**src/rtl/swbd_pkg.sv**
```systemverilog
// Shared types and constants for the significant-word bit decoder.
// No dependencies; every other file of the block imports this package.
package swbd_pkg;

  // Field and register widths
  localparam int unsigned WORD_W   = 32;  // decoded word, two's complement
  localparam int unsigned N_W      = 5;   // range exponent register
  localparam int unsigned ACC_W    = 31;  // gathered bits of the unsigned code
  localparam int unsigned RUN_W    = 4;   // prefix run counter
  localparam int unsigned TOP_W    = 4;   // value carried by the prefix
  localparam int unsigned APB_AW   = 3;   // byte address of two 32-bit registers
  localparam int unsigned APB_DW   = 32;

  // Range of n in each coding mode
  localparam logic [N_W-1:0] MIN_N     = N_W'(3);
  localparam logic [N_W-1:0] MAX_N     = N_W'(24);
  localparam logic [N_W-1:0] PCM_MIN_N = N_W'(1);
  localparam logic [N_W-1:0] PCM_MAX_N = N_W'(30);

  // Prefix code constants
  localparam logic [RUN_W-1:0] PREFIX_MAX_LEN = RUN_W'(8);
  localparam logic [TOP_W-1:0] TOP_OFFSET     = TOP_W'(7);
  localparam logic [TOP_W-1:0] TOP_MIN        = TOP_W'(0);
  localparam logic [TOP_W-1:0] TOP_MAX        = TOP_W'(15);
  localparam logic [N_W-1:0]   TOP_BITS       = N_W'(3);

  // Register indexes
  localparam logic REG_CODE_MODE = 1'b0;
  localparam logic REG_WORD_BITS = 1'b1;

  // Coding modes
  localparam logic MODE_HUFFMAN = 1'b0;
  localparam logic MODE_PCM     = 1'b1;

  // Reset value of word_bits
  localparam logic [N_W-1:0] WORD_BITS_RST = N_W'(16);

  // Decoder phase
  typedef enum logic [1:0] {
    PH_IDLE   = 2'd0,
    PH_PREFIX = 2'd1,
    PH_RAW    = 2'd2
  } phase_t;

endpackage

```
**src/rtl/swbd_bit_if.sv**
```systemverilog
// Input channel of the decoder: one coded bit per handshake.
// Depends on swbd_pkg.
interface swbd_bit_if
  import swbd_pkg::*;
();
  logic valid;
  logic ready;
  logic bit_in;

  modport source (output valid, output bit_in, input ready);
  modport sink   (input valid, input bit_in, output ready);
endinterface

```
**src/rtl/swbd_word_if.sv**
```systemverilog
// Result channel of the decoder: one decoded signed word per handshake.
// Depends on swbd_pkg.
interface swbd_word_if
  import swbd_pkg::*;
();
  logic                     valid;
  logic                     ready;
  logic signed [WORD_W-1:0] word_value;

  modport source (output valid, output word_value, input ready);
  modport sink   (input valid, input word_value, output ready);
endinterface

```
**src/rtl/significant_word_bit_decoder.sv**
```systemverilog
// Significant-word bit decoder: top level with the decode logic and APB registers.
// Depends on swbd_pkg, swbd_bit_if and swbd_word_if.
//
// The decoder takes one coded bit per clock cycle, most significant first, and
// produces a signed word each time a word completes. Each bit is decoded against
// the phase registers in a single pass and a finished word is written to an
// output register, so the result appears in the cycle after the bit that ends the
// word. The input stays ready while the output register is empty or being
// drained, which gives a sustained rate of one bit per cycle; it stalls only
// while a finished word waits at the output. In Huffman mode a word takes the
// prefix (two to eight bits) plus n-3 raw bits; in PCM mode it takes n+1 bits.
// Any register write drops a word in progress.
module significant_word_bit_decoder
  import swbd_pkg::*;
(
  input  logic              clk,
  input  logic              rst_n,
  swbd_bit_if.sink          in_s,
  swbd_word_if.source       out_m,
  input  logic              psel,
  input  logic              penable,
  input  logic              pwrite,
  input  logic [APB_AW-1:0] paddr,
  input  logic [APB_DW-1:0] pwdata,
  output logic [APB_DW-1:0] prdata,
  output logic              pready
);

  // Configuration registers
  logic           code_mode_r;
  logic [N_W-1:0] word_bits_r;

  // Decoder state
  phase_t           phase_r, phase_nxt;
  logic             first_bit_r, first_bit_nxt;
  logic [RUN_W-1:0] run_count_r, run_count_nxt;
  logic [ACC_W-1:0] raw_accum_r, raw_accum_nxt;
  logic [N_W-1:0]   raw_left_r, raw_left_nxt;

  // Output register
  logic                     out_valid_r, out_valid_nxt;
  logic signed [WORD_W-1:0] out_word_r;

  logic             cfg_wr;
  logic             accept;
  logic             b;
  logic [N_W-1:0]   eff_n;
  logic [N_W-1:0]   raw_count;
  logic [RUN_W-1:0] run_inc;
  logic             prefix_done;
  logic [TOP_W-1:0] top;
  logic [ACC_W-1:0] acc_shift;
  logic [N_W-1:0]   left_dec;
  logic             emit;
  logic [ACC_W-1:0] emit_acc;
  logic [WORD_W-1:0] word_calc;

  // APB write strobe and read mux
  assign pready = 1'b1;
  assign cfg_wr = psel && penable && pwrite && pready;

  always_comb begin
    unique case (paddr[2])
      REG_CODE_MODE: prdata = {{(APB_DW-1){1'b0}}, code_mode_r};
      REG_WORD_BITS: prdata = {{(APB_DW-N_W){1'b0}}, word_bits_r};
      default:       prdata = '0;
    endcase
  end

  always_ff @(posedge clk) begin
    if (!rst_n) begin
      code_mode_r <= MODE_HUFFMAN;
      word_bits_r <= WORD_BITS_RST;
    end else if (cfg_wr) begin
      unique case (paddr[2])
        REG_CODE_MODE: code_mode_r <= pwdata[0];
        REG_WORD_BITS: word_bits_r <= pwdata[N_W-1:0];
        default:       ;
      endcase
    end
  end

  // Handshake: take a bit while the output register is free or draining
  assign in_s.ready = !out_valid_r || out_m.ready;
  assign accept     = in_s.valid && in_s.ready;
  assign b          = in_s.bit_in;

  // Clamp n to the range of the active mode
  always_comb begin
    eff_n = word_bits_r;
    if (code_mode_r == MODE_PCM) begin
      if (word_bits_r < PCM_MIN_N) eff_n = PCM_MIN_N;
      if (word_bits_r > PCM_MAX_N) eff_n = PCM_MAX_N;
    end else begin
      if (word_bits_r < MIN_N) eff_n = MIN_N;
      if (word_bits_r > MAX_N) eff_n = MAX_N;
    end
  end

  // Shared decode terms
  assign raw_count = eff_n - TOP_BITS;
  assign run_inc   = run_count_r + RUN_W'(1);
  assign acc_shift = {raw_accum_r[ACC_W-2:0], b};
  assign left_dec  = raw_left_r - N_W'(1);

  // Prefix end: a differing bit, or the run reaching its maximum length
  always_comb begin
    prefix_done = 1'b0;
    top         = TOP_MIN;
    if (b != first_bit_r) begin
      prefix_done = 1'b1;
      top = first_bit_r ? (run_count_r + TOP_OFFSET)
                        : (TOP_OFFSET + TOP_W'(1) - run_count_r);
    end else if (run_inc >= PREFIX_MAX_LEN) begin
      prefix_done = 1'b1;
      top = first_bit_r ? TOP_MAX : TOP_MIN;
    end
  end

  // Output decode: word completes on this bit
  always_comb begin
    emit     = 1'b0;
    emit_acc = acc_shift;
    unique case (phase_r)
      PH_PREFIX: begin
        emit     = prefix_done && (raw_count == '0);
        emit_acc = {{(ACC_W-TOP_W){1'b0}}, top};
      end
      PH_RAW: begin
        emit = (left_dec == '0);
      end
      default: ;
    endcase
  end

  // Remove the offset 2^n - 1
  assign word_calc = {1'b0, emit_acc} - ((WORD_W'(1) << eff_n) - WORD_W'(1));

  // Next state
  always_comb begin
    phase_nxt     = phase_r;
    first_bit_nxt = first_bit_r;
    run_count_nxt = run_count_r;
    raw_accum_nxt = raw_accum_r;
    raw_left_nxt  = raw_left_r;
    if (cfg_wr || (accept && emit)) begin
      // drop or close the word
      phase_nxt     = PH_IDLE;
      first_bit_nxt = 1'b0;
      run_count_nxt = '0;
      raw_accum_nxt = '0;
      raw_left_nxt  = '0;
    end else if (accept) begin
      unique case (phase_r)
        PH_PREFIX: begin
          if (prefix_done) begin
            run_count_nxt = '0;
            raw_accum_nxt = {{(ACC_W-TOP_W){1'b0}}, top};
            raw_left_nxt  = raw_count;
            phase_nxt     = PH_RAW;
          end else begin
            run_count_nxt = run_inc;
          end
        end
        PH_RAW: begin
          raw_accum_nxt = acc_shift;
          raw_left_nxt  = left_dec;
        end
        default: begin
          if (code_mode_r == MODE_PCM) begin
            raw_accum_nxt = {{(ACC_W-1){1'b0}}, b};
            raw_left_nxt  = eff_n;
            phase_nxt     = PH_RAW;
          end else begin
            first_bit_nxt = b;
            run_count_nxt = RUN_W'(1);
            phase_nxt     = PH_PREFIX;
          end
        end
      endcase
    end
  end

  always_ff @(posedge clk) begin
    if (!rst_n) begin
      phase_r     <= PH_IDLE;
      first_bit_r <= 1'b0;
      run_count_r <= '0;
      raw_accum_r <= '0;
      raw_left_r  <= '0;
    end else begin
      phase_r     <= phase_nxt;
      first_bit_r <= first_bit_nxt;
      run_count_r <= run_count_nxt;
      raw_accum_r <= raw_accum_nxt;
      raw_left_r  <= raw_left_nxt;
    end
  end

  // Output register: load a finished word, drop it once taken
  always_comb begin
    out_valid_nxt = out_valid_r;
    if (accept && emit) begin
      out_valid_nxt = 1'b1;
    end else if (out_m.ready) begin
      out_valid_nxt = 1'b0;
    end
  end

  always_ff @(posedge clk) begin
    if (!rst_n) begin
      out_valid_r <= 1'b0;
    end else begin
      out_valid_r <= out_valid_nxt;
    end
  end

  always_ff @(posedge clk) begin
    if (accept && emit) begin
      out_word_r <= $signed(word_calc);
    end
  end

  assign out_m.valid      = out_valid_r;
  assign out_m.word_value = out_word_r;

endmodule
```
**src/flat_wrapper.sv**
```systemverilog
// flat-port wrapper written by rule: the top's interface ports become plain ports
module significant_word_bit_decoder_flat import swbd_pkg::*;
  (clk, rst_n, psel, penable, pwrite, paddr, pwdata, prdata, pready, in_s_valid, in_s_bit_in, in_s_ready, out_m_valid, out_m_word_value, out_m_ready);
  swbd_bit_if in_s_i ();
  swbd_word_if out_m_i ();
  input  logic clk;
  input  logic rst_n;
  input  logic psel;
  input  logic penable;
  input  logic pwrite;
  input  logic [APB_AW-1:0] paddr;
  input  logic [APB_DW-1:0] pwdata;
  output logic [APB_DW-1:0] prdata;
  output logic pready;
  input wire logic [$bits(in_s_i.valid)-1:0] in_s_valid;
  input wire logic [$bits(in_s_i.bit_in)-1:0] in_s_bit_in;
  output wire logic [$bits(in_s_i.ready)-1:0] in_s_ready;
  output wire logic [$bits(out_m_i.valid)-1:0] out_m_valid;
  output wire logic [$bits(out_m_i.word_value)-1:0] out_m_word_value;
  input wire logic [$bits(out_m_i.ready)-1:0] out_m_ready;
  assign in_s_i.valid = in_s_valid;
  assign in_s_i.bit_in = in_s_bit_in;
  assign in_s_ready = in_s_i.ready;
  assign out_m_valid = out_m_i.valid;
  assign out_m_word_value = out_m_i.word_value;
  assign out_m_i.ready = out_m_ready;
  significant_word_bit_decoder u_core (.clk(clk), .rst_n(rst_n), .in_s(in_s_i), .out_m(out_m_i), .psel(psel), .penable(penable), .pwrite(pwrite), .paddr(paddr), .pwdata(pwdata), .prdata(prdata), .pready(pready));
endmodule
```
**config.mk**
```make
export PLATFORM = sky130hd
export DESIGN_NAME = significant_word_bit_decoder_flat
export DESIGN_NICKNAME = d
export VERILOG_FILES = /design/src/rtl/swbd_pkg.sv /design/src/rtl/swbd_bit_if.sv /design/src/rtl/swbd_word_if.sv /design/src/rtl/significant_word_bit_decoder.sv /design/src/flat_wrapper.sv
export SDC_FILE = /design/constraint.sdc
export NUM_CORES = 1
export LEC_CHECK = 0
export BUFFER_PORTS_ARGS = -buffer_cell sky130_fd_sc_hd__buf_2
export CAP_MARGIN = 0
export CORE_MARGIN = 2
export CORE_UTILIZATION = 63
export CTS_BUF_LIST = sky130_fd_sc_hd__clkbuf_4
export DETAILED_ROUTE_END_ITERATION = 10
export PLACE_DENSITY = 0.89
export SYNTH_ARGS = -nofsm -noshare
export SYNTH_HDL_FRONTEND = slang
export SYNTH_SLANG_ARGS = --single-unit
```
**constraint.sdc**
```tcl
create_clock -name clk -period 9.9 [get_ports clk]
set_input_delay 1.98 -clock clk [delete_from_list [all_inputs] [get_ports clk]]
set_output_delay 1.98 -clock clk [all_outputs]
set_load 0.05 [all_outputs]
```
=== Yosys cells after proc, flatten, opt, wreduce, memory -nomap -nowiden ===
Index checks and enable logic that the tools add are counted.

* Div/mod/pow operators: 0
* Bitwise gates (word level): 5
* $add $sub $neg: 7
* Reduce and logical (&&, ||, !) cells: 20
* Multiply operators: 0
* Shifts and indexed selects: 1
* Multiplexer cells: 28
* $lt $le $gt $ge: 5
* Equality and inequality tests: 5

{| class="wikitable"
|+ Operators by type and width
! kind !! count
|-
| $pmux 32 s2 || 1
|-
| $mux 30 || 2
|-
| $pmux 30 s2 || 1
|-
| $mux 5 || 7
|-
| $shl 1x5->32 const A || 1
|-
| $sub 31x32->32 || 1
|-
| $sub 32x1->32 const B || 1
|-
| $mux 31 || 1
|-
| $mux 4 || 6
|-
| $reduce_and 3->1 || 4
|-
| $gt 5x5->1 const B || 2
|-
| $logic_not 5->1 || 2
|-
| $pmux 5 s2 || 1
|-
| $pmux 4 s2 || 1
|-
| $logic_and 1x1->1 || 5
|-
| $lt 5x1->1 const B || 1
|-
| $lt 5x2->1 const B || 1
|-
| $not 1->1 || 5
|-
| $sub 5x1->5 const B || 1
|-
| $sub 5x2->5 const B || 1
|-
| $add 4x1->4 const B || 1
|-
| $add 4x3->4 const B || 1
|-
| $ge 4x4->1 const B || 1
|-
| $mux 1 || 4
|-
| other kinds (15) || 19
|}

* Logic and storage cells: 80
* ROM bits: 0
* Latch bits: 0
* Bits of input ports: 43
* Memories: 0
* Memory bits (writable): 0
* Output and inout port bits: 67
* Register bits: 81

=== Longest topological paths before layout ===
Gate-level depths: netlist of the first run.

* Depth in word-level cells: 11
* Mapped depth: 19
* Depth with buffers taken out: 18

=== Worst setup path before layout of the first run ===
OpenSTA, ideal clock, no wires.

* Path kind: input port to flip-flop
* Start point: input in_s_bit_in
* End point: register u_core.out_word_r[15] (netlist: u_core.out_m.word_value[15]), data pin
* Path buffers: 1
* Cell stages on the path: 17
* Required time: 9642 ps
* Slack: 4619 ps
* Library setup time: 258 ps
* Arrival: 5023 ps
* Path through: clkbuf_1 xnor2_1 o21ai_2 nand2_1 nor2_1 a21oi_1 ha_1 inv_1 ha_1 fa_1 a211oi_2 o21ai_2 o2111ai_2 nand2b_1 a311oi_1 o21ai_1 xnor2_1

* Word-level cells in the longest chain between the ends: 4

{| class="wikitable"
|+ RTL lines
! what !! RTL line !! source
|-
| from (decl) || flat_wrapper.sv:16 || <nowiki>input wire logic [$bits(in_s_i.bit_in)-1:0] in_s_bit_in;</nowiki>
|-
| $ne 1x1->1 || significant_word_bit_decoder.sv:110 || <nowiki>if (b != first_bit_r) begin</nowiki>
|-
| $mux 4 || significant_word_bit_decoder.sv:110 ||
|-
| $mux 31 * || significant_word_bit_decoder.sv:124 || <nowiki>unique case (phase_r)</nowiki>
|-
| $sub 31x32->32 * || significant_word_bit_decoder.sv:137 || <nowiki>assign word_calc = {1'b0, emit_acc} - ((WORD_W'(1) << eff_n) - WORD_W'(1));</nowiki>
|-
| net u_core.word_calc[15] || significant_word_bit_decoder.sv:56 || <nowiki>logic [WORD_W-1:0] word_calc;</nowiki>
|-
| to (signal assigned) || significant_word_bit_decoder.sv:220 || <nowiki>out_word_r <= $signed(word_calc);</nowiki>
|-
| to (decl) || significant_word_bit_decoder.sv:42 || <nowiki>logic signed [WORD_W-1:0] out_word_r;</nowiki>
|}

The timed path passes the listed nets; every way through them passes the cells marked *.
A chain may end at the register's enable or synchronous reset.

=== Final worst setup path of the first run ===
Ends and elaborated chain as after synthesis.

==> run_summary.xml, run 1 <==
<?xml version="1.0" encoding="UTF-8"?>
<metrics>
  <group name="routing">
    <metric name="drcViolationCount" unit="">0</metric>
    <metric name="detail-route-antenna-nets" unit="">0</metric>
    <metric name="final_wl" unit="um">12400</metric>
    <metric name="drtIter0Drc" unit="">352</metric>
    <metric name="post_drt_wl_per_cell" unit="um">14.6</metric>
    <metric name="route.detailed.vias_per_inst" unit="">5.76</metric>
    <metric name="route.vias.total" unit="">4881</metric>
    <metric name="drt_pass1_iterations" unit="">5</metric>
  </group>
  <group name="job">
    <metric name="max_cap_violations" unit="">0</metric>
  </group>
  <group name="clock_network">
    <metric name="cts-htree-levels" unit="">3</metric>
    <metric name="post_cts_resized" unit="">0</metric>
    <metric name="clock_tree.root_cell" unit="">sky130_fd_sc_hd__clkbuf_4</metric>
    <metric name="cts.sink_count" unit="">81</metric>
    <metric name="buffers_inserted_during_post_cts_setup_optimization" unit="">0</metric>
    <metric name="clock_path_buffers" unit="">2</metric>
    <metric name="tritoncts.num_buffers" unit="">9</metric>
    <metric name="worst_setup_hold_path_clk_slew" unit="ps">140</metric>
    <metric name="worst_skew_pair.late_latency" unit="ps">440</metric>
    <metric name="tritoncts" unit="">built</metric>
    <metric name="cts_hold_buf" unit="">0</metric>
  </group>
  <group name="floorplan">
    <metric name="die_area" unit="mm2">0.0104</metric>
    <metric name="die_h" unit="um">102</metric>
    <metric name="floorplan.die.width" unit="um">102</metric>
    <metric name="core_region_area" unit="mm2">0.00928</metric>
    <metric name="initial_core_util" unit="%">65.2</metric>
    <metric name="rows" unit="">35</metric>
    <metric name="num_io_pins" unit="">110</metric>
  </group>
  <group name="power">
    <metric name="irDropWorstVdd" unit="mV">0.0661</metric>
    <metric name="cell_internal_pwr" unit="uW">507</metric>
    <metric name="reported_leakage_power" unit="uW">0.00282</metric>
    <metric name="share_clk_of_total_power" unit="%">30.9</metric>
    <metric name="power.switching_fraction" unit="%">31.3</metric>
    <metric name="total_power" unit="uW">737</metric>
    <metric name="share_comb_of_total_power" unit="%">20.4</metric>
    <metric name="switchingPower" unit="uW">231</metric>
    <metric name="powerDensity" unit="mW/mm2">115</metric>
    <metric name="pwr-share-seq" unit="%">48.7</metric>
  </group>
  <group name="worst_setup_path">
    <metric name="critical_path.cell_chain" unit="">buf_2 -&gt; xnor2_1 -&gt; o21ai_2 -&gt; nand2_1 -&gt; nor2_1 -&gt; a21oi_1 -&gt; ha_1 -&gt; inv_1 -&gt; ha_1 -&gt; fa_1 -&gt; a211oi_2 -&gt; o21ai_2 -&gt; o2111ai_2 -&gt; nand2b_1 -&gt; a311oi_1 -&gt; o21ai_1 -&gt; xnor2_1</metric>
    <metric name="worst_path_largest_cell_delay" unit="ps">460</metric>
    <metric name="critical_path.n_buffers_inverters" unit="">2</metric>
    <metric name="cp-start-kind" unit="">primary input</metric>
    <metric name="cp_data_arrival_time" unit="ps">5470</metric>
    <metric name="crit_path_max_fanout" unit="">8</metric>
    <metric name="r2r_setup_slack" unit="ps">4800</metric>
    <metric name="critPathRequiredTime" unit="ps">10090</metric>
    <metric name="worstSetupPathType" unit="">in2reg</metric>
    <metric name="crit_slowest_cell" unit="">sky130_fd_sc_hd__a311oi_1</metric>
    <metric name="critical_path_endpoint_category" unit="">register</metric>
    <metric name="cp_top_family" unit="">compound AO/OA/AOI/OAI gates</metric>
  </group>
  <group name="sta">
    <metric name="whs" unit="ps">519</metric>
    <metric name="final_hold_viol_count" unit="">0</metric>
    <metric name="number_of_slew_limit_violations_in_the_final_report" unit="">0</metric>
    <metric name="worst_slack" unit="ps">4630</metric>
    <metric name="tightestPinTransition" unit="ps">892</metric>
    <metric name="setup_viol" unit="">0</metric>
    <metric name="fin_worst_skew" unit="ps">24.2</metric>
    <metric name="fmax" unit="MHz">190</metric>
    <metric name="worst_slew_margin_rel" unit="%">40.2</metric>
    <metric name="layout_worst_path_cycle_share" unit="%">53.3</metric>
    <metric name="clock_period_minus_final_worst_setup_slack" unit="ps">5270</metric>
    <metric name="setup-tns-final" unit="ps">0</metric>
    <metric name="setup_repair_after_global_routing_missed_its_margin" unit="">no</metric>
  </group>
  <group name="logic_synthesis">
    <metric name="postSynth.asyncResetShare" unit="%">0</metric>
    <metric name="yosys_warnings" unit="">0</metric>
    <metric name="synth_largest_area_cell" unit="">sky130_fd_sc_hd__dfxtp_1</metric>
    <metric name="yosys.cell_types.count" unit="">68</metric>
    <metric name="synth.area.top_cells" unit="">sky130_fd_sc_hd__dfxtp_1 16%, sky130_fd_sc_hd__edfxtp_1 16%, sky130_fd_sc_hd__ha_1 16%</metric>
    <metric name="post_synth.cell_area_avg" unit="um2">8.90</metric>
    <metric name="ys_dominant_reg_cell" unit="">sky130_fd_sc_hd__dfxtp_1</metric>
    <metric name="netlist_top_cells_count" unit="">75 x sky130_fd_sc_hd__ha_1, 70 x sky130_fd_sc_hd__nor2_1, 49 x sky130_fd_sc_hd__dfxtp_1</metric>
    <metric name="syn-instance-count" unit="">680</metric>
    <metric name="yosysSeqAreaShare" unit="%">32.1</metric>
    <metric name="synth_area" unit="mm2">0.00605</metric>
    <metric name="ys_seq_elements" unit="">81</metric>
    <metric name="netlist.area_leader.share" unit="%">16.2</metric>
    <metric name="yosys.cell_count.top_type" unit="">sky130_fd_sc_hd__ha_1</metric>
    <metric name="synth_enable_flop_cells" unit="">32</metric>
  </group>
  <group name="global_route">
    <metric name="wire_length_of_the_first_global_routing_pass" unit="um">20600</metric>
    <metric name="aggregate_global_routing_overflow" unit="">0</metric>
    <metric name="grt_pass1_vias" unit="">4576</metric>
    <metric name="grt_most_used_layer" unit="">met2</metric>
    <metric name="grt.total_usage" unit="%">24.3</metric>
    <metric name="antenna_found_initial" unit="">0</metric>
    <metric name="grtUsageMet3" unit="%">2.67</metric>
    <metric name="maximum_number_of_pins_on_one_net_before_global_route_repair" unit="">43</metric>
    <metric name="met1_global_route_usage" unit="%">31.6</metric>
    <metric name="globalRouteMet2Util" unit="%">40.7</metric>
  </group>
  <group name="final_layout">
    <metric name="syn2layout_area_growth" unit="%">6.00</metric>
    <metric name="filler_cell_count" unit="">745</metric>
    <metric name="final_nets" unit="">833</metric>
    <metric name="finalCoreUtilization" unit="%">69.1</metric>
    <metric name="num_antenna_cells" unit="">0</metric>
    <metric name="layout-drive-gt1-share" unit="%">12.4</metric>
  </group>
  <group name="place">
    <metric name="hpwl" unit="um">9030</metric>
    <metric name="buffer_ports.inserted" unit="">52</metric>
    <metric name="place_worst_setup_slack" unit="ps">4200</metric>
    <metric name="gpl.final_weighted_congestion" unit="">0.973</metric>
  </group>
  <group name="min_path">
    <metric name="hold_class" unit="">reg2reg</metric>
  </group>
  <group name="status">
    <metric name="outcome" unit="">completed</metric>
  </group>
</metrics>
## worst reg2reg max path: stages (launching register included)
cell and delay, ps:
sky130_fd_sc_hd__dfxtp_1 870, sky130_fd_sc_hd__nor2_1 150, sky130_fd_sc_hd__a21oi_1 180, sky130_fd_sc_hd__o21ai_0 200, sky130_fd_sc_hd__inv_1 200, sky130_fd_sc_hd__ha_1 310
sky130_fd_sc_hd__nor2b_1 350, sky130_fd_sc_hd__and2_1 200, sky130_fd_sc_hd__ha_1 130, sky130_fd_sc_hd__inv_1 40, sky130_fd_sc_hd__ha_1 210, sky130_fd_sc_hd__fa_1 450
sky130_fd_sc_hd__a211oi_2 280, sky130_fd_sc_hd__o21ai_2 140, sky130_fd_sc_hd__o2111ai_2 280, sky130_fd_sc_hd__nand2b_1 150, sky130_fd_sc_hd__a311oi_1 460, sky130_fd_sc_hd__o21ai_1 130
sky130_fd_sc_hd__xnor2_1 150
## metal layers
layer,vias to the layer above,share of wire [%]
met5,-,0
met1,2239,46
li1,2450,-
met2,155,46
met4,0,3.0
met3,37,4.4
## final cells by class
type                            instances  area [um2]  share of cell area, %
Clock buffer                            9        67.6                   1.05
Clock inverter                          7        91.3                   1.42
Inverter                               23        86.3                   1.35
Multi-Input combinational cell        543        3770                   58.9
Sequential cell                        81        1940                   30.3
Tap cell                              129         161                   2.52
Timing Repair Buffer                   56         290                   4.53
## cell families after synthesis
group | after synthesis | share of synthesized area (%)
and+or+nand+nor | 230 | 18.8
AOI/OAI and AO/OA | 162 | 19.0
muxes | 11 | 1.82
other | 2 | 0.124
xor gates and xnor gates | 36 | 5.21
buffers and inverters | 82 | 7.13
DFF | 81 | 32.1
adders and majority gates | 76 | 15.8
## power groups by stage
stage | logic, uW | clock network, uW | registers, uW
2_1_floorplan | 134 | 0 | 364
4_1_cts | 149 | 228 | 359
5_1_grt | 164 | 239 | 360
3_3_place_gp | 143 | 0 | 366
6_report | 150 | 228 | 359
3_5_place_dp | 148 | 0 | 367
## sequential cells by signal (all words and copies together) (netlist names)
signal                   flops
u_core.code_mode_r           1
u_core.first_bit_r           1
u_core.out_m.valid           1
u_core.out_m.word_value     32
u_core.phase_r               2
u_core.raw_accum_r          30
u_core.raw_left_r            5
u_core.run_count_r           4
u_core.word_bits_r           5
## through the flow
step,cells,instance area (um2)
2_1_floorplan,706,6150
3_3_place_gp,832,6250
3_5_place_dp,832,6250
4_1_cts,848,6410
5_1_grt,848,6410
6_report,848,6410
## layout by cell type (no fill, tap or decap), types with 22 or more instances in the layout
cell                       instances
sky130_fd_sc_hd__a21oi_1          35
sky130_fd_sc_hd__a22oi_1          29
sky130_fd_sc_hd__nor2b_1          41
sky130_fd_sc_hd__ha_1             75
sky130_fd_sc_hd__inv_1            22
sky130_fd_sc_hd__buf_2            52
sky130_fd_sc_hd__dfxtp_1          49
sky130_fd_sc_hd__conb_1           28
sky130_fd_sc_hd__edfxtp_1         32
sky130_fd_sc_hd__nand3_1          24
sky130_fd_sc_hd__nor2_1           70
sky130_fd_sc_hd__o21ai_0          24
sky130_fd_sc_hd__nand2_1          48
## worst paths after layout
| path | to | start | depth (start not counted) |
|---|---|---|---|
| worst min register to register | u_core.raw_accum_r[29]$_SDFFE_PP0P_ | u_core.raw_accum_r[29]$_SDFFE_PP0P_ | 2 |
| worst min-delay path | u_core.raw_accum_r[29]$_SDFFE_PP0P_ | u_core.raw_accum_r[29]$_SDFFE_PP0P_ | 2 |
| worst max-delay path | u_core.out_m.word_value[15]$_DFFE_PP_ | in_s_bit_in | 17 |
| worst max register to register | u_core.out_m.word_value[15]$_DFFE_PP_ | u_core.word_bits_r[4]$_SDFFE_PN1P_ | 18 |
Power figures use the tool's default switching activity.
==> run 2, diff against run 1 <==
--- a/config.mk
+++ b/config.mk
@@ -8,10 +8,10 @@
 export BUFFER_PORTS_ARGS = -buffer_cell sky130_fd_sc_hd__buf_2
 export CAP_MARGIN = 0
 export CORE_MARGIN = 2
-export CORE_UTILIZATION = 63
+export CORE_UTILIZATION = 59
 export CTS_BUF_LIST = sky130_fd_sc_hd__clkbuf_4
 export DETAILED_ROUTE_END_ITERATION = 10
-export PLACE_DENSITY = 0.89
+export PLACE_DENSITY = 0.84
 export SYNTH_ARGS = -nofsm -noshare
 export SYNTH_HDL_FRONTEND = slang
 export SYNTH_SLANG_ARGS = --single-unit
==> constraint.sdc (replaced) <==
create_clock -name clk -period 5.5 [get_ports clk]
set_input_delay 1.1 -clock clk [delete_from_list [all_inputs] [get_ports clk]]
set_output_delay 1.1 -clock clk [all_outputs]
set_load 0.05 [all_outputs]
==> run_summary.xml, run 2 (synthesis results as in run 1) <==
<?xml version="1.0" encoding="UTF-8"?>
<metrics>
  <group name="power">
    <metric name="pwr-share-seq" unit="%">47.2</metric>
    <metric name="powerDensity" unit="mW/mm2">212</metric>
    <metric name="irDropWorstVdd" unit="mV">0.125</metric>
    <metric name="cell_internal_pwr" unit="uW">962</metric>
    <metric name="power.switching_fraction" unit="%">29.6</metric>
    <metric name="share_clk_of_total_power" unit="%">32.8</metric>
    <metric name="switchingPower" unit="uW">405</metric>
    <metric name="share_comb_of_total_power" unit="%">19.9</metric>
    <metric name="reported_leakage_power" unit="uW">0.00284</metric>
  </group>
  <group name="routing">
    <metric name="drtIter0Drc" unit="">237</metric>
    <metric name="drt_pass1_iterations" unit="">6</metric>
    <metric name="final_wl" unit="um">12300</metric>
    <metric name="post_drt_wl_per_cell" unit="um">14.3</metric>
    <metric name="drcViolationCount" unit="">0</metric>
    <metric name="route.vias.total" unit="">4876</metric>
    <metric name="detail-route-antenna-nets" unit="">0</metric>
    <metric name="route.detailed.vias_per_inst" unit="">5.71</metric>
  </group>
  <group name="place">
    <metric name="hpwl" unit="um">9100</metric>
    <metric name="buffer_ports.inserted" unit="">52</metric>
    <metric name="gpl.final_weighted_congestion" unit="">0.927</metric>
    <metric name="place_worst_setup_slack" unit="ps">704</metric>
  </group>
  <group name="floorplan">
    <metric name="die_h" unit="um">105</metric>
    <metric name="initial_core_util" unit="%">61.3</metric>
    <metric name="num_io_pins" unit="">110</metric>
    <metric name="floorplan.die.width" unit="um">105</metric>
    <metric name="rows" unit="">36</metric>
    <metric name="core_region_area" unit="mm2">0.00986</metric>
    <metric name="die_area" unit="mm2">0.0111</metric>
  </group>
  <group name="clock_network">
    <metric name="clock_path_buffers" unit="">2</metric>
    <metric name="post_cts_resized" unit="">0</metric>
    <metric name="clock_tree.root_cell" unit="">sky130_fd_sc_hd__clkbuf_4</metric>
    <metric name="worst_skew_pair.late_latency" unit="ps">460</metric>
    <metric name="buffers_inserted_during_post_cts_setup_optimization" unit="">0</metric>
    <metric name="cts.sink_count" unit="">81</metric>
    <metric name="worst_setup_hold_path_clk_slew" unit="ps">140</metric>
    <metric name="tritoncts" unit="">built</metric>
    <metric name="tritoncts.num_buffers" unit="">9</metric>
    <metric name="cts_hold_buf" unit="">0</metric>
    <metric name="cts-htree-levels" unit="">3</metric>
  </group>
  <group name="worst_setup_path">
    <metric name="cp-start-kind" unit="">register</metric>
    <metric name="cp_common_cell" unit="">sky130_fd_sc_hd__ha_1</metric>
    <metric name="cp_data_arrival_time" unit="ps">5030</metric>
    <metric name="critPathRequiredTime" unit="ps">5720</metric>
    <metric name="crit_slowest_cell" unit="">sky130_fd_sc_hd__dfxtp_1</metric>
    <metric name="worstSetupPathType" unit="">reg2reg</metric>
    <metric name="critical_path_endpoint_category" unit="">register</metric>
    <metric name="cp_top_family" unit="">compound AO/OA/AOI/OAI gates</metric>
    <metric name="crit_path_max_fanout" unit="">13</metric>
    <metric name="worst_path_largest_cell_delay" unit="ps">480</metric>
    <metric name="critical_path.n_buffers_inverters" unit="">2</metric>
    <metric name="critical_path.cell_chain" unit="">nor2_1 -&gt; a21oi_1 -&gt; o21ai_0 -&gt; inv_1 -&gt; ha_1 -&gt; nor2b_1 -&gt; and2_1 -&gt; ha_1 -&gt; inv_1 -&gt; ha_1 -&gt; fa_1 -&gt; a211oi_2 -&gt; o21ai_2 -&gt; o2111ai_2 -&gt; nand2b_1 -&gt; a311oi_1 -&gt; o21ai_1 -&gt; xnor2_1</metric>
  </group>
  <group name="sta">
    <metric name="fin_worst_skew" unit="ps">16.1</metric>
    <metric name="setup_repair_after_global_routing_missed_its_margin" unit="">no</metric>
    <metric name="fmax" unit="MHz">208</metric>
    <metric name="clock_period_minus_final_worst_setup_slack" unit="ps">4810</metric>
    <metric name="layout_worst_path_cycle_share" unit="%">87.5</metric>
    <metric name="tightestPinTransition" unit="ps">832</metric>
    <metric name="worst_slack" unit="ps">690</metric>
    <metric name="number_of_slew_limit_violations_in_the_final_report" unit="">0</metric>
    <metric name="worst_slew_margin_rel" unit="%">44.5</metric>
    <metric name="setup-tns-final" unit="ps">0</metric>
    <metric name="setup_viol" unit="">0</metric>
    <metric name="final_hold_viol_count" unit="">0</metric>
  </group>
  <group name="final_layout">
    <metric name="filler_cell_count" unit="">821</metric>
    <metric name="layout.cells.most_common_list" unit="">75 x sky130_fd_sc_hd__ha_1, 70 x sky130_fd_sc_hd__nor2_1, 52 x sky130_fd_sc_hd__buf_2</metric>
    <metric name="most_common_cell_after_layout_fill_and_taps_aside" unit="">sky130_fd_sc_hd__ha_1</metric>
    <metric name="syn2layout_area_growth" unit="%">6.68</metric>
    <metric name="layout-drive-gt1-share" unit="%">12.6</metric>
    <metric name="largest_reg_flops" unit="">32</metric>
    <metric name="final_nets" unit="">835</metric>
    <metric name="num_antenna_cells" unit="">0</metric>
  </group>
  <group name="global_route">
    <metric name="maximum_number_of_pins_on_one_net_before_global_route_repair" unit="">43</metric>
    <metric name="grt.total_usage" unit="%">22.8</metric>
    <metric name="grt_pass1_vias" unit="">4548</metric>
    <metric name="aggregate_global_routing_overflow" unit="">0</metric>
    <metric name="wire_length_of_the_first_global_routing_pass" unit="um">20700</metric>
    <metric name="antenna_found_initial" unit="">0</metric>
  </group>
  <group name="min_path">
    <metric name="hold_class" unit="">reg2reg</metric>
  </group>
  <group name="status">
    <metric name="outcome" unit="">completed</metric>
  </group>
  <group name="job">
    <metric name="max_cap_violations" unit="">0</metric>
  </group>
</metrics>
-- run 2: final timing paths --
kind / from / to / slack [ps] / depth (start not counted)
worst max-delay path: u_core.word_bits_r[2]$_SDFFE_PN0P_ / u_core.out_m.word_value[15]$_DFFE_PP_ / 690 / 18
worst min-delay path: u_core.phase_r[0]$_SDFFE_PP0P_ / u_core.phase_r[0]$_SDFFE_PP0P_ / 520 / 2
worst max register to register: u_core.word_bits_r[2]$_SDFFE_PN0P_ / u_core.out_m.word_value[15]$_DFFE_PP_ / 690 / 18
worst min register to register: u_core.phase_r[0]$_SDFFE_PP0P_ / u_core.phase_r[0]$_SDFFE_PP0P_ / 520 / 2
-- run 2: power groups by stage --
| stage | registers, uW | clock network (uW) | logic, uW |
|---|---|---|---|
| 2_1_floorplan | 655 | 0 | 242 |
| 3_3_place_gp | 658 | 0 | 261 |
| 3_5_place_dp | 659 | 0 | 269 |
| 4_1_cts | 645 | 453 | 271 |
| 5_1_grt | 647 | 468 | 298 |
| 6_report | 645 | 449 | 272 |
-- run 2: metrics by stage --
stage | hold WS (ps) | power [uW] | instances | cell area, um2 | util (%)
after floorplan | 470 | 897 | 706 | 6150 | -
final | 520 | 1370 | 854 | 6450 | 65.4
after global placement | 480 | 919 | 838 | 6270 | 63.6
after detailed placement | 491 | 927 | 838 | 6270 | 63.6
after CTS | 509 | 1370 | 854 | 6450 | 65.4
after global routing | 538 | 1410 | 854 | 6450 | 65.4
-- run 2: tightest hold or removal path, cell delays in order (launching register included) --
cell	delay, ps
sky130_fd_sc_hd__dfxtp_1	350
sky130_fd_sc_hd__o21ai_0	80
sky130_fd_sc_hd__a21oi_1	60
-- run 2: routing by layer --
layer / routed length, um / vias to the layer above / track usage [%]
met5: 0 / - / 0
met4: 397 / 0 / 12.1
met3: 543 / 31 / 2.72
met2: 5750 / 152 / 37.3
met1: 5560 / 2240 / 29.4
li1: - / 2453 / -
-- run 2: cell type report --
type	instances	area (um2)	share of cell area, %
repair buffers	58	305	4.73
clock buffers	10	75.1	1.16
well taps	133	166	2.58
multi-input cells	543	3770	58.5
clock inverters	6	105	1.63
inverters	23	86.3	1.34
flip-flops and latches	81	1940	30.1
